--- src/rtl/core/bipp_pkg.sv ---
`default_nettype none

package bipp_pkg;

  // Sample and position widths.
  localparam int unsigned PixW   = 8;
  localparam int unsigned PosW   = 9;
  localparam int unsigned PosMax = (1 << PosW) - 1;

  // Weighted diagonal division: the divisor x+y+2 reaches 2*PosMax+2.
  localparam int unsigned DvsW = PosW + 2;
  // Each product (pos+1)*sample needs PosW+1+PixW bits, and so does their sum,
  // because the sum never exceeds 2*(PosMax+1)*255.
  localparam int unsigned NumW = PosW + 1 + PixW;
  // The quotient is a weighted mean of two samples, so it fits a sample.
  localparam int unsigned QuoW = PixW;

  localparam logic [PixW-1:0] PixMaxVal = '1;

  typedef enum logic [3:0] {
    ModeNone       = 4'd0,
    ModeCorner     = 4'd1,
    ModeH          = 4'd2,
    ModeV          = 4'd3,
    ModeDc         = 4'd4,
    ModeDcMedian   = 4'd5,
    ModeMedian     = 4'd6,
    ModeAvg        = 4'd7,
    ModeTrueMotion = 4'd8,
    ModePaeth      = 4'd9,
    ModeLdiag      = 4'd10,
    ModeHv         = 4'd11,
    ModeJpegLs     = 4'd12,
    ModeDiff       = 4'd13
  } bipp_mode_e;

  // Data handed from one divider cell to the next.
  typedef struct packed {
    logic [NumW-1:0] rem;
    logic [DvsW-1:0] dvs;
    logic [QuoW-1:0] quo;
    logic [PixW-1:0] alt;
    logic            use_div;
  } bipp_cell_data_t;

endpackage

`default_nettype wire

--- src/rtl/core/bipp_cell.sv ---
`default_nettype none

module bipp_cell #(
  parameter int unsigned BitIdx = 0
) (
  input  wire                        clk_i,
  input  wire                        rst_ni,
  input  wire                        valid_i,
  output logic                       ready_o,
  input  bipp_pkg::bipp_cell_data_t  data_i,
  output logic                       valid_o,
  input  wire                        ready_i,
  output bipp_pkg::bipp_cell_data_t  data_o
);

  logic                              valid_q;
  bipp_pkg::bipp_cell_data_t         data_q;
  bipp_pkg::bipp_cell_data_t         data_d;
  logic [bipp_pkg::NumW-1:0]         dvs_shift;
  logic [bipp_pkg::NumW:0]           trial;

  assign ready_o = !valid_q || ready_i;

  // One restoring step: try to take divisor * 2^BitIdx out of the remainder.
  always_comb begin
    dvs_shift = bipp_pkg::NumW'(data_i.dvs) << BitIdx;
    trial     = {1'b0, data_i.rem} - {1'b0, dvs_shift};
    data_d    = data_i;
    if (!trial[bipp_pkg::NumW]) begin
      data_d.rem         = trial[bipp_pkg::NumW-1:0];
      data_d.quo[BitIdx] = 1'b1;
    end
  end

  always_ff @(posedge clk_i or negedge rst_ni) begin
    if (!rst_ni) begin
      valid_q <= 1'b0;
    end else if (ready_o) begin
      valid_q <= valid_i;
    end
  end

  always_ff @(posedge clk_i) begin
    if (ready_o && valid_i) begin
      data_q <= data_d;
    end
  end

  assign valid_o = valid_q;
  assign data_o  = data_q;

endmodule

`default_nettype wire

--- src/rtl/core/bipp_front.sv ---
`default_nettype none

module bipp_front #(
  parameter int unsigned MaxBlock = 512
) (
  input  wire                              clk_i,
  input  wire                              rst_ni,
  input  bipp_pkg::bipp_mode_e             mode_i,
  input  wire                              valid_i,
  output logic                             ready_o,
  input  wire  [bipp_pkg::PosW-1:0]        pos_x_i,
  input  wire  [bipp_pkg::PosW-1:0]        pos_y_i,
  input  wire  [bipp_pkg::PixW-1:0]        above_i,
  input  wire  [bipp_pkg::PixW-1:0]        beside_i,
  input  wire  [bipp_pkg::PixW-1:0]        corner_sample_i,
  input  wire  [bipp_pkg::PixW-1:0]        block_mean_i,
  input  wire  [bipp_pkg::PixW-1:0]        above_left_i,
  input  wire  [bipp_pkg::PixW-1:0]        above_two_i,
  input  wire  [bipp_pkg::PixW-1:0]        beside_two_i,
  input  wire  [bipp_pkg::PixW-1:0]        diag_above_i,
  input  wire  [bipp_pkg::PixW-1:0]        diag_beside_i,
  output logic                             valid_o,
  input  wire                              ready_i,
  output bipp_pkg::bipp_cell_data_t        data_o
);

  localparam int unsigned PosLimInt =
      (MaxBlock - 1 > bipp_pkg::PosMax) ? bipp_pkg::PosMax : MaxBlock - 1;
  localparam logic [bipp_pkg::PosW-1:0] PosLim = bipp_pkg::PosW'(PosLimInt);
  localparam int unsigned ProdW = bipp_pkg::NumW;

  function automatic logic [bipp_pkg::PixW-1:0] min8(input logic [7:0] a,
                                                     input logic [7:0] b);
    return (a < b) ? a : b;
  endfunction

  function automatic logic [bipp_pkg::PixW-1:0] max8(input logic [7:0] a,
                                                     input logic [7:0] b);
    return (a > b) ? a : b;
  endfunction

  function automatic logic [bipp_pkg::PixW-1:0] med3(input logic [7:0] a,
                                                     input logic [7:0] b,
                                                     input logic [7:0] c);
    return max8(min8(a, b), min8(max8(a, b), c));
  endfunction

  function automatic logic [bipp_pkg::PixW-1:0] clamp12(input logic signed [11:0] v);
    logic [bipp_pkg::PixW-1:0] r;
    if (v < 12'sd0) begin
      r = '0;
    end else if (v > 12'sd255) begin
      r = bipp_pkg::PixMaxVal;
    end else begin
      r = v[7:0];
    end
    return r;
  endfunction

  function automatic logic [9:0] mag11(input logic signed [10:0] v);
    return v[10] ? 10'(-v) : v[9:0];
  endfunction

  // Stage one registers.
  logic                       s1_valid_q;
  logic [ProdW-1:0]           s1_pa_q;
  logic [ProdW-1:0]           s1_pb_q;
  logic [bipp_pkg::DvsW-1:0]  s1_dvs_q;
  logic [bipp_pkg::PixW-1:0]  s1_alt_q;
  logic                       s1_div_q;
  logic                       s1_ready;

  // Stage two registers.
  logic                       s2_valid_q;
  bipp_pkg::bipp_cell_data_t  s2_data_q;
  bipp_pkg::bipp_cell_data_t  s2_data_d;

  logic [bipp_pkg::PosW-1:0]  x_sat;
  logic [bipp_pkg::PosW-1:0]  y_sat;
  logic [bipp_pkg::PosW:0]    x_inc;
  logic [bipp_pkg::PosW:0]    y_inc;
  logic [ProdW-1:0]           pa;
  logic [ProdW-1:0]           pb;
  logic [bipp_pkg::DvsW-1:0]  dvs;
  logic [bipp_pkg::PixW-1:0]  alt;
  logic                       use_div;

  logic [bipp_pkg::PixW-1:0]  avg;
  logic signed [11:0]         tm_s;
  logic signed [11:0]         diff_s;
  logic signed [11:0]         half_s;
  logic [9:0]                 d_l;
  logic [9:0]                 d_t;
  logic [9:0]                 d_c;
  logic [bipp_pkg::PixW-1:0]  paeth;
  logic [bipp_pkg::PixW-1:0]  lo;
  logic [bipp_pkg::PixW-1:0]  hi;
  logic [9:0]                 grad;
  logic [bipp_pkg::PixW-1:0]  jls;

  always_comb begin
    x_sat = (pos_x_i > PosLim) ? PosLim : pos_x_i;
    y_sat = (pos_y_i > PosLim) ? PosLim : pos_y_i;
    x_inc = {1'b0, x_sat} + 1'b1;
    y_inc = {1'b0, y_sat} + 1'b1;
    pa    = ProdW'(x_inc) * ProdW'(diag_above_i);
    pb    = ProdW'(y_inc) * ProdW'(diag_beside_i);
    dvs   = bipp_pkg::DvsW'(x_sat) + bipp_pkg::DvsW'(y_sat) + bipp_pkg::DvsW'(2);
  end

  // Predictors other than the weighted diagonal.
  always_comb begin
    avg    = 8'((9'(above_i) + 9'(beside_i)) >> 1);
    tm_s   = $signed({4'b0, above_i}) + $signed({4'b0, beside_i})
           - $signed({4'b0, corner_sample_i});
    diff_s = $signed({3'b0, beside_two_i, 1'b0}) - $signed({4'b0, beside_i})
           + $signed({3'b0, above_two_i, 1'b0}) - $signed({4'b0, above_i});
    half_s = diff_s >>> 1;

    // Paeth distances with the estimate folded in: |p-L| = |T-C|,
    // |p-T| = |L-C|, |p-C| = |T+L-2C|.
    d_l = mag11($signed({3'b0, above_i}) - $signed({3'b0, corner_sample_i}));
    d_t = mag11($signed({3'b0, beside_i}) - $signed({3'b0, corner_sample_i}));
    d_c = mag11($signed({3'b0, above_i}) + $signed({3'b0, beside_i})
              - $signed({2'b0, corner_sample_i, 1'b0}));
    if (d_l <= d_t && d_l <= d_c) begin
      paeth = beside_i;
    end else if (d_t <= d_c) begin
      paeth = above_i;
    end else begin
      paeth = corner_sample_i;
    end

    lo   = min8(above_i, beside_i);
    hi   = max8(above_i, beside_i);
    grad = 10'(above_i) + 10'(beside_i) - 10'(above_left_i);
    if (above_left_i >= hi) begin
      jls = lo;
    end else if (above_left_i <= lo) begin
      jls = hi;
    end else begin
      jls = grad[7:0];
    end

    use_div = 1'b0;
    unique case (mode_i)
      bipp_pkg::ModeNone:       alt = '0;
      bipp_pkg::ModeCorner:     alt = corner_sample_i;
      bipp_pkg::ModeH:          alt = beside_i;
      bipp_pkg::ModeV:          alt = above_i;
      bipp_pkg::ModeDc:         alt = block_mean_i;
      bipp_pkg::ModeDcMedian:   alt = med3(block_mean_i, above_i, beside_i);
      bipp_pkg::ModeMedian:     alt = med3(corner_sample_i, above_i, beside_i);
      bipp_pkg::ModeAvg:        alt = avg;
      bipp_pkg::ModeTrueMotion: alt = clamp12(tm_s);
      bipp_pkg::ModePaeth:      alt = paeth;
      bipp_pkg::ModeLdiag: begin
        alt     = '0;
        use_div = 1'b1;
      end
      bipp_pkg::ModeHv: begin
        if (x_sat > y_sat) begin
          alt = above_i;
        end else if (y_sat > x_sat) begin
          alt = beside_i;
        end else begin
          alt = avg;
        end
      end
      bipp_pkg::ModeJpegLs:     alt = jls;
      bipp_pkg::ModeDiff:       alt = clamp12(half_s);
      default:                  alt = '0;
    endcase
  end

  assign s1_ready = !s2_valid_q || ready_i;
  assign ready_o  = !s1_valid_q || s1_ready;

  always_ff @(posedge clk_i or negedge rst_ni) begin
    if (!rst_ni) begin
      s1_valid_q <= 1'b0;
    end else if (ready_o) begin
      s1_valid_q <= valid_i;
    end
  end

  always_ff @(posedge clk_i) begin
    if (ready_o && valid_i) begin
      s1_pa_q  <= pa;
      s1_pb_q  <= pb;
      s1_dvs_q <= dvs;
      s1_alt_q <= alt;
      s1_div_q <= use_div;
    end
  end

  // The sum of the two products never exceeds NumW bits, so the carry is dropped.
  always_comb begin
    s2_data_d.rem     = bipp_pkg::NumW'({1'b0, s1_pa_q} + {1'b0, s1_pb_q});
    s2_data_d.dvs     = s1_dvs_q;
    s2_data_d.quo     = '0;
    s2_data_d.alt     = s1_alt_q;
    s2_data_d.use_div = s1_div_q;
  end

  always_ff @(posedge clk_i or negedge rst_ni) begin
    if (!rst_ni) begin
      s2_valid_q <= 1'b0;
    end else if (s1_ready) begin
      s2_valid_q <= s1_valid_q;
    end
  end

  always_ff @(posedge clk_i) begin
    if (s1_ready && s1_valid_q) begin
      s2_data_q <= s2_data_d;
    end
  end

  assign valid_o = s2_valid_q;
  assign data_o  = s2_data_q;

endmodule

`default_nettype wire

--- src/rtl/core/block_intra_pixel_predictor.sv ---
`default_nettype none

// Intra pixel predictor. Each input transaction carries one pixel position and
// its neighbor samples, and yields exactly one output transaction holding the
// 8-bit prediction chosen by the predict_mode register (APB offset 0). The
// block accepts one transaction per clock while the output side keeps up, and
// every mode takes the same path from input to output: two front stages
// (mode evaluation and the two diagonal products, then their sum), a chain of
// eight divider cells that each resolve one quotient bit of the left-diagonal
// weighted mean, and the output register. Every stage has its own valid bit,
// so gaps in the stream are squeezed out and new transactions keep entering
// while a finished result waits on the output. The mode register may only be
// written while no transaction is in flight.

module block_intra_pixel_predictor #(
  parameter int unsigned MaxBlock = 512
) (
  input  wire                        clk_i,
  input  wire                        rst_ni,

  input  wire                        psel,
  input  wire                        penable,
  input  wire                        pwrite,
  input  wire  [2:0]                 paddr,
  input  wire  [31:0]                pwdata,
  output logic [31:0]                prdata,
  output logic                       pready,

  input  wire                        in_valid_i,
  output logic                       in_ready_o,
  input  wire  [bipp_pkg::PosW-1:0]  pos_x_i,
  input  wire  [bipp_pkg::PosW-1:0]  pos_y_i,
  input  wire  [bipp_pkg::PixW-1:0]  above_i,
  input  wire  [bipp_pkg::PixW-1:0]  beside_i,
  input  wire  [bipp_pkg::PixW-1:0]  corner_sample_i,
  input  wire  [bipp_pkg::PixW-1:0]  block_mean_i,
  input  wire  [bipp_pkg::PixW-1:0]  above_left_i,
  input  wire  [bipp_pkg::PixW-1:0]  above_two_i,
  input  wire  [bipp_pkg::PixW-1:0]  beside_two_i,
  input  wire  [bipp_pkg::PixW-1:0]  diag_above_i,
  input  wire  [bipp_pkg::PixW-1:0]  diag_beside_i,

  output logic                       out_valid_o,
  input  wire                        out_ready_i,
  output logic [bipp_pkg::PixW-1:0]  prediction_o
);

  localparam int unsigned NumCells = bipp_pkg::QuoW;

  bipp_pkg::bipp_mode_e       mode_q;
  logic                       cfg_wr;

  logic                       chain_valid [0:NumCells];
  logic                       chain_ready [0:NumCells];
  bipp_pkg::bipp_cell_data_t  chain_data  [0:NumCells];

  logic                       out_valid_q;
  logic [bipp_pkg::PixW-1:0]  out_pred_q;

  // Configuration port. The only register sits at offset 0; bit 2 of the
  // address selects it, and the byte offset bits are ignored.
  assign pready = 1'b1;
  assign cfg_wr = psel && penable && pwrite && !paddr[2];

  always_ff @(posedge clk_i or negedge rst_ni) begin
    if (!rst_ni) begin
      mode_q <= bipp_pkg::ModeNone;
    end else if (cfg_wr) begin
      mode_q <= bipp_pkg::bipp_mode_e'(pwdata[3:0]);
    end
  end

  always_comb begin
    prdata = '0;
    if (!paddr[2]) begin
      prdata[3:0] = mode_q;
    end
  end

  // Front stages: all predictors except the weighted diagonal finish here; the
  // diagonal leaves with its numerator and divisor for the cell chain.
  bipp_front #(
    .MaxBlock (MaxBlock)
  ) u_front (
    .clk_i           (clk_i),
    .rst_ni          (rst_ni),
    .mode_i          (mode_q),
    .valid_i         (in_valid_i),
    .ready_o         (in_ready_o),
    .pos_x_i         (pos_x_i),
    .pos_y_i         (pos_y_i),
    .above_i         (above_i),
    .beside_i        (beside_i),
    .corner_sample_i (corner_sample_i),
    .block_mean_i    (block_mean_i),
    .above_left_i    (above_left_i),
    .above_two_i     (above_two_i),
    .beside_two_i    (beside_two_i),
    .diag_above_i    (diag_above_i),
    .diag_beside_i   (diag_beside_i),
    .valid_o         (chain_valid[0]),
    .ready_i         (chain_ready[0]),
    .data_o          (chain_data[0])
  );

  // Divider chain. Cell i settles quotient bit QuoW-1-i, most significant
  // first, and passes the partial remainder on to its neighbor. The result of
  // the other modes rides along unchanged.
  for (genvar i = 0; i < NumCells; i++) begin : g_cell
    bipp_cell #(
      .BitIdx (NumCells - 1 - i)
    ) u_cell (
      .clk_i   (clk_i),
      .rst_ni  (rst_ni),
      .valid_i (chain_valid[i]),
      .ready_o (chain_ready[i]),
      .data_i  (chain_data[i]),
      .valid_o (chain_valid[i+1]),
      .ready_i (chain_ready[i+1]),
      .data_o  (chain_data[i+1])
    );
  end

  // Output register: picks the quotient or the pass-through prediction.
  assign chain_ready[NumCells] = !out_valid_q || out_ready_i;

  always_ff @(posedge clk_i or negedge rst_ni) begin
    if (!rst_ni) begin
      out_valid_q <= 1'b0;
    end else if (chain_ready[NumCells]) begin
      out_valid_q <= chain_valid[NumCells];
    end
  end

  always_ff @(posedge clk_i) begin
    if (chain_ready[NumCells] && chain_valid[NumCells]) begin
      out_pred_q <= chain_data[NumCells].use_div ? chain_data[NumCells].quo
                                                 : chain_data[NumCells].alt;
    end
  end

  assign out_valid_o  = out_valid_q;
  assign prediction_o = out_pred_q;

endmodule

`default_nettype wire

--- config.mk ---
export PLATFORM = sky130hd
export DESIGN_NAME = block_intra_pixel_predictor
export DESIGN_NICKNAME = d
export VERILOG_FILES = /design/src/rtl/core/bipp_pkg.sv /design/src/rtl/core/bipp_cell.sv /design/src/rtl/core/bipp_front.sv /design/src/rtl/core/block_intra_pixel_predictor.sv
export SDC_FILE = /design/constraint.sdc
export NUM_CORES = 1
export LEC_CHECK = 0
export BUFFER_PORTS_ARGS = -buffer_cell sky130_fd_sc_hd__buf_2
export CORE_UTILIZATION = 63
export DETAILED_ROUTE_END_ITERATION = 8
export PLACE_DENSITY_LB_ADDON = 0.25
export SYNTH_ARGS = -nofsm -noshare
export SYNTH_HDL_FRONTEND = slang
export SYNTH_SLANG_ARGS = --single-unit
--- constraint.sdc ---
create_clock -name clk_i -period 4 [get_ports clk_i]
set_input_delay 0.6 -clock clk_i [delete_from_list [all_inputs] [get_ports clk_i]]
set_output_delay 0.6 -clock clk_i [all_outputs]
set_load 0.005 [all_outputs]
# Word-level counts from Yosys, hierarchy flattened
# Index checks and enable logic that the tools add are counted.
op_classes:
  addsub: 28
  multipliers: 2
  n_lt_le_gt_ge: 23
  eq_ne: 13
  mux: 36
  n_reduce_logical: 38
ops:
  columns: ["operator", "n"]
  rows:
  - ["8-bit 2-to-1 mux", 21]
  - ["18-bit 2-to-1 mux", 7]
  - ["8-bit case mux with 12 select lines", 1]
  - ["8-bit greater-than comparator", 5]
  - ["8-bit less-than comparator", 5]
  - ["10-bit by 8-bit multiplier with 18-bit output", 2]
  - ["10-bit less-or-equal comparator", 3]
  - ["10-bit 2-to-1 mux", 3]
  - ["8-bit by 8-bit adder with 9-bit output", 3]
  - ["4-bit equality test (second input constant)", 6]
  - ["12-bit by 9-bit subtractor with 12-bit output", 2]
  - ["9-bit by 1-bit adder with 10-bit output (second input constant)", 2]
  - ["9-bit negator with 10-bit output", 2]
  - ["18-bit by 11-bit subtractor with 19-bit output", 1]
  - ["18-bit by 12-bit subtractor with 19-bit output", 1]
  - ["18-bit by 13-bit subtractor with 19-bit output", 1]
  - ["18-bit by 14-bit subtractor with 19-bit output", 1]
  - ["18-bit by 15-bit subtractor with 19-bit output", 1]
  - ["18-bit by 16-bit subtractor with 19-bit output", 1]
  - ["18-bit by 17-bit subtractor with 19-bit output", 1]
  - ["18-bit by 18-bit subtractor with 19-bit output", 1]
  - ["18-bit adder", 1]
  - ["9-bit greater-than comparator", 2]
  - ["9-bit greater-than comparator (second input constant)", 2]
  - ["24 further kinds", 65]
word_totals:
  regBits: 428
  in_bits: 132
  out_inout_bits: 43
  wordCells: 207

# Longest topological paths before layout
logic_depth:
  depth_word: 13
  ltp_mapped: 26
  depth_no_buf: 24

# By module
# From an unflattened synthesis, not the netlist that was laid out.
unflattened:
  hier_cells: 3413
  hier_area_um2: 36721.5
modules_own_cells:
  columns: ["mod", "n_inst", "cells_each", "area_each_um2", "seq_area_each_um2"]
  rows:
  - ["bipp_front", 1, 2071, 18232.5, 2872.8]
  - ["bipp_cell (g_cell[7].u_cell)", 1, 186, 2341.0, 1406.3]
  - ["bipp_cell (g_cell[4].u_cell)", 1, 166, 2258.4, 1406.3]
  - ["bipp_cell (g_cell[5].u_cell)", 1, 171, 2232.1, 1406.3]
  - ["bipp_cell (g_cell[6].u_cell)", 1, 162, 2223.4, 1406.3]
  - ["bipp_cell (g_cell[2].u_cell)", 1, 147, 2199.6, 1406.3]
  - ["bipp_cell (g_cell[3].u_cell)", 1, 161, 2155.8, 1406.3]
  - ["bipp_cell (g_cell[1].u_cell)", 1, 145, 2153.3, 1406.3]
  - ["bipp_cell (g_cell[0].u_cell)", 1, 139, 2117.0, 1406.3]
  - ["block_intra_pixel_predictor", 1, 65, 808.3, 365.4]

# Worst setup path after synthesis
# Ideal clock, no wire load.
synth_timing:
  path_type: "input port to flip-flop"
  startpoint: "in above_i[2] (netlist name)"
  endpoint: "reg u_front.s1_alt_q[1] (netlist name), data pin"
  setup_ps: 266
  arrival_ps: 6035
  required_time_ps: 3734
  setup_slack_ps: -2300
  path_stages: 24
  n_path_buf: 2
  cell_sequence: "clkbuf_1 inv_1 ha_1 o21ai_0 a21o_1 a21oi_1 o21ai_1 mux2_2 ha_1 a21oi_1 nor2_1 or3_1 nor2_1 a31o_2 clkbuf_1 mux2i_1 ha_1 a21o_1 a21oi_1 o211ai_1 and3b_1 a221oi_1 nor4bb_1 or3b_1"
synth_via:
  elab_chain_len: 8
  elab_cells_between_ends: 52
  classes_between: "add/sub: 9; order compare: 19; mux: 23; reduce/logical: 1"
synth_lines:
  columns: ["item", "line_no", "source"]
  rows:
  - ["start: declaration", "block_intra_pixel_predictor.sv:33", "input wire [bipp_pkg::PixW-1:0] above_i,"]
  - ["8-bit by 8-bit adder with 9-bit output", "bipp_front.sv:113, bipp_front.sv:114, bipp_front.sv:124", null]
  - ["9-bit by 9-bit subtractor with 10-bit output", "bipp_front.sv:125", "- $signed({2'b0, corner_sample_i, 1'b0}));"]
  - ["10-bit negator", "bipp_front.sv:61", "return v[10] ? 10'(-v) : v[9:0];"]
  - ["10-bit 2-to-1 mux", "bipp_front.sv:61", null]
  - ["10-bit less-or-equal comparator, on equally long branches", "bipp_front.sv:128, bipp_front.sv:126", null]
  - ["8-bit 2-to-1 mux or 1-bit logical AND (tied branches)", "bipp_front.sv:128, bipp_front.sv:126", null]
  - ["8-bit 2-to-1 mux", "bipp_front.sv:126", "if (d_l <= d_t && d_l <= d_c) begin"]
  - ["8-bit case mux with 12 select lines (*)", "bipp_front.sv:146", "unique case (mode_i)"]
  - ["named net u_front.alt (one bit)", "bipp_front.sv:85", "logic [bipp_pkg::PixW-1:0] alt;"]
  - ["end signal: assignment", "bipp_front.sv:192", "s1_alt_q <= alt;"]
  - ["end: declaration", "bipp_front.sv:69", "logic [bipp_pkg::PixW-1:0] s1_alt_q;"]
# Mark *: on every way through the listed nets, which the timed path passes. The rest lies on a longest branch.
# A chain may end at the register's enable or synchronous reset.

# Worst setup path in the final report
layout_timing:
  startpoint: "in above_i[3] (netlist name)"
  endpoint: "reg u_front.s1_alt_q[7] (netlist name), data pin"
# Same word-level chain as after synthesis.

==> results.py <==
metrics = {
    "die": {
        "die_w_um": 234,
        "die-area_um2": 54700,
        "io_pins": 175,
        "core_area_um2": 52900,
        "start_util": 0.641,
        "die_h_um": 234,
        "rows": 84,
    },
    "global_route": {
        "grt_pass1_wl_um": 162000,
        "use_met3": 0.0631,
        "grt-busiest-layer": "met2",
        "globalRouteMet1Util": 0.467,
        "grt_max_degree": 57,
        "gr-total-overflow": 0,
        "grt_pass1_vias": 30100,
        "met2_usage": 0.669,
        "grt_use_total": 0.384,
        "antenna_found_initial": 0,
    },
    "placed_design": {
        "io_buffers": 115,
        "routabilityCongestion": 1.08,
        "dp_hpwl_um": 76600,
        "placed_cells": 4588,
    },
    "run_status": {
        "violations": "design-rule violations, negative setup slack",
        "outcome": "finished, violations left",
    },
    "clock_tree": {
        "cts_tree": "built",
        "htree_levels": 2,
        "cts.sinks": 428,
        "cts_buffer_depth": 3,
        "cts_buffers": 43,
        "clock_latency_ns": 0.58,
        "clk_pin_slew_ns": 0.07,
        "cts-root-buf": "clkbuf_16",
    },
    "sta": {
        "period_share": 1.27,
        "hold_viol": 0,
        "holdWs_ns": 0.263,
        "maxSlewHeadroom": 0.224,
        "rsz0062_at_grt": "true",
        "fin_ws_ns": -1.07,
        "fin_crit_ns": 5.07,
        "worstMarginPinSlew_ns": 1.16,
        "slew_violations": 0,
        "finalClockSkew_ns": 0.0175,
        "finalSetupViolations": 26,
        "fin_tns_setup_ns": -17.40,
        "fmax_ghz": 0.197,
    },
    "yosys": {
        "synth-edff-count": 413,
        "avgSynthCellArea_um2": 10.3,
        "yosys_warnings": 0,
        "synth-seq-cells": 428,
        "ys_top_cells_by_area": "edfxtp_1 37%, ha_1 13%, fa_1 7.8%, inv_1 4.4%, xnor2_1 3.3%",
        "ys_types": 85,
        "ys.flop_type": "edfxtp_1",
        "postSynthCellCount": 3290,
        "syn_area_um2": 33900,
        "ys_seq_area_frac": 0.377,
        "synth_top_area_frac": 0.366,
        "yosys.area.top_type": "edfxtp_1",
        "synth-async-reset-ratio": 0.0350,
    },
    "hold_path": {
        "hold_start": "pwdata[1]",
        "hold_class": "in -> reg",
    },
    "cells_and_area": {
        "area_growth_pct": 27.3,
        "final_cells": 4723,
        "final_util": 0.816,
        "drive_above_1_share": 0.293,
        "multi_input_area_um2": 21100,
        "nFillCells": 2941,
        "regArea_um2": 12800,
        "antenna_cells": 0,
        "fin_nets": 4627,
    },
    "setup_path": {
        "crit_arrival_ns": 5.39,
        "ff2ff_path_depth": 12,
        "timing.rr.end": "g_cell[5].u_cell.data_o[38]$_DFFE_PP_",
        "critPathCaptureType": "register",
        "rr_startpoint": "g_cell[4].u_cell.data_o[30]$_DFFE_PP_",
        "cp-start-kind": "input pin",
        "critPathMaxFanout": 5,
        "cp_data_required_time_ns": 4.32,
        "setup.worst_path.start": "above_i[3]",
        "critical_path_class": "in -> reg",
        "reg2reg_setup_slack_ns": 0.35,
        "crit_end": "u_front.s1_alt_q[7]$_DFFE_PP_",
    },
    "route": {
        "via_count": 29300,
        "via_per_inst": 6.19,
        "drc": 4,
        "ant_nets": 0,
        "wl_per_cell_um": 22.7,
        "dr.pass1.iters": 8,
        "wl_um": 107000,
        "drtIter0Drc": 2685,
    },
    "power_and_ir_drop": {
        "peakVddDrop_mv": 0.453,
        "p_per_area_nw_per_um2": 647,
        "p_leak_uw": 0.0191,
    },
    "job": {
        "cap_viol_max_count": 0,
    },
}
[routing by layer]
| metal | vias to the layer above | share of wire |
|---|---|---|
| li1 | 13200 | - |
| met1 | 14200 | 0.38 |
| met2 | 1502 | 0.49 |
| met3 | 413 | 0.074 |
| met4 | 0 | 0.050 |
| met5 | - | 0 |
[synth_stat cells (8+ instances only)]
master       n
nor4_1      17
o211ai_1    37
inv_1      395
nor2_1     170
a221oi_1     8
a21boi_0    17
xnor2_1    128
nand2b_1    47
a211oi_1    19
a31o_2       8
and2_1      71
or2_2       17
a22oi_1      8
o2111ai_1   13
nor2b_1    125
nor3_1      77
o31ai_1     12
a31oi_1     32
a211o_1     11
and4_1       8
clkbuf_1    65
and3_1      14
fa_1       132
edfxtp_1   413
a22o_1      10
or4_1       10
a2111oi_0   14
or3_1       24
nand2_1    180
ha_1       361
a21o_1      56
o21a_1      32
o21ai_0    138
nand3_1     86
o21bai_1    20
nand4_1     28
a21oi_1    167
mux2i_1     40
xor2_1      57
buf_4       29
mux2_2      77
dfrtp_1     15
[registers in the layout (all words and copies together) (netlist names)]
signal                 flops
u_front.s1_pa_q           18
u_front.s1_alt_q           8
u_front.s1_div_q           1
mode_q                     4
out_valid_o                1
prediction_o               8
u_front.s1_valid_q         1
u_front.s1_dvs_q          11
u_front.data_o            38
u_front.s1_pb_q           18
u_front.valid_o            1
g_cell.u_cell.valid_o      8
g_cell.u_cell.data_o     311
[logic make-up after synthesis]
kind of cell | after synthesis | synth area share
other | 2 | 0.000222
flip-flops | 428 | 0.377
adder cells (fa/ha/maj) | 493 | 0.211
AND/OR/NAND/NOR | 898 | 0.136
XOR/XNOR | 185 | 0.0478
AO/OA/AOI/OAI | 672 | 0.131
buffers and inverters | 494 | 0.0580
multiplexers | 118 | 0.0379
[per-stage QoR]
stage          power (uW)  instance area [um^2]  worst slack, ns
2_1_floorplan       17400                 35100            -1.43
3_3_place_gp        21000                 40200            -1.70
3_5_place_dp        22000                 40200            -1.77
4_1_cts             26900                 42700           -0.987
5_1_grt             29400                 43100            -1.33
6_report            27900                 43100            -1.07
[timing repair]
item	CTS	global route
setup buffers	47	18
endpoints found under the setup margin	27	28
resized for setup	177	67
hold buffers	1	0
gates cloned	1	0
hold endpoints to repair	4	0
pin swaps	152	65
[placed cells by master (no fill, tap or decap), types with 15 or more instances in the layout]
master / netlist / layout
and2_1: 71 / 53
inv_1: 395 / 356
nor3_1: 77 / 72
buf_6: 0 / 39
o21a_1: 32 / 31
nand2_1: 180 / 174
nor2b_2: 0 / 15
mux2_2: 77 / 72
a21boi_0: 17 / 17
or2_2: 17 / 15
nand3_1: 86 / 71
dfrtp_1: 15 / 15
nand2b_1: 47 / 43
xnor2_1: 128 / 111
o211ai_1: 37 / 37
nor4_1: 17 / 16
a31oi_1: 32 / 23
xor2_1: 57 / 50
a21oi_2: 0 / 18
a21oi_1: 167 / 138
buf_2: 2 / 99
o21bai_1: 20 / 18
buf_4: 29 / 585
edfxtp_1: 413 / 413
inv_2: 0 / 32
nand4_1: 28 / 28
nor2b_1: 125 / 100
ha_4: 0 / 35
a211oi_1: 19 / 17
o21ai_0: 138 / 124
clkbuf_16: 0 / 43
or3_1: 24 / 24
mux2i_1: 40 / 38
ha_1: 361 / 325
conb_1: 2 / 33
nor2_1: 170 / 163
fa_1: 132 / 122
a21o_1: 56 / 55
[worst max-delay path, stage by stage]
cell and delay [ns]:
buf_8 0.08, clkinvlp_4 0.10, ha_4 0.29, o21ai_2 0.05
a21o_1 0.19, a21oi_4 0.21, o21ai_4 0.10, buf_6 0.13
mux2_4 0.31, ha_4 0.24, nand4_1 0.12, nor2_1 0.06
or3_1 0.36, nor2_1 0.13, a31o_4 0.21, mux2i_2 0.26
ha_1 0.28, a21o_1 0.18, a21oi_1 0.18, o211ai_1 0.13
buf_4 0.16, nand4_1 0.11, buf_4 0.14, a21o_1 0.08
o211ai_1 0.08, a2111o_1 0.35, a211o_1 0.25
[cell type report]
class	count	share of cell area
Timing Repair Buffer	734	0.128
Clock buffer	52	0.0257
Sequential cell	428	0.296
Tap cell	688	0.0200
Clock inverter	26	0.00589
Inverter	395	0.0352
Multi-Input combinational cell	2400	0.489
[worst min-delay path by stage]
stage / depth (start not counted) / slack (ns) / end
final: 2 / 0.26 / mode_q[1]$_DFFE_PN0P_
after floorplan: 0 / 0.30 / g_cell[0].u_cell.valid_o$_DFFE_PN0P_
after global placement: 0 / 0.40 / g_cell[0].u_cell.data_o[4]$_DFFE_PP_
after CTS: 2 / 0.25 / mode_q[1]$_DFFE_PN0P_
after detailed placement: 0 / 0.40 / g_cell[3].u_cell.data_o[31]$_DFFE_PP_
after global routing: 2 / 0.25 / mode_q[1]$_DFFE_PN0P_
[power by group]
part / internal (uW) / switching (uW) / total, uW
Clock: 2200 / 1770 / 3970
Sequential: 7170 / 775 / 7950
Combinational: 7460 / 8520 / 16000
Total: 16800 / 11100 / 27900
(Power assumes the default switching activity.)
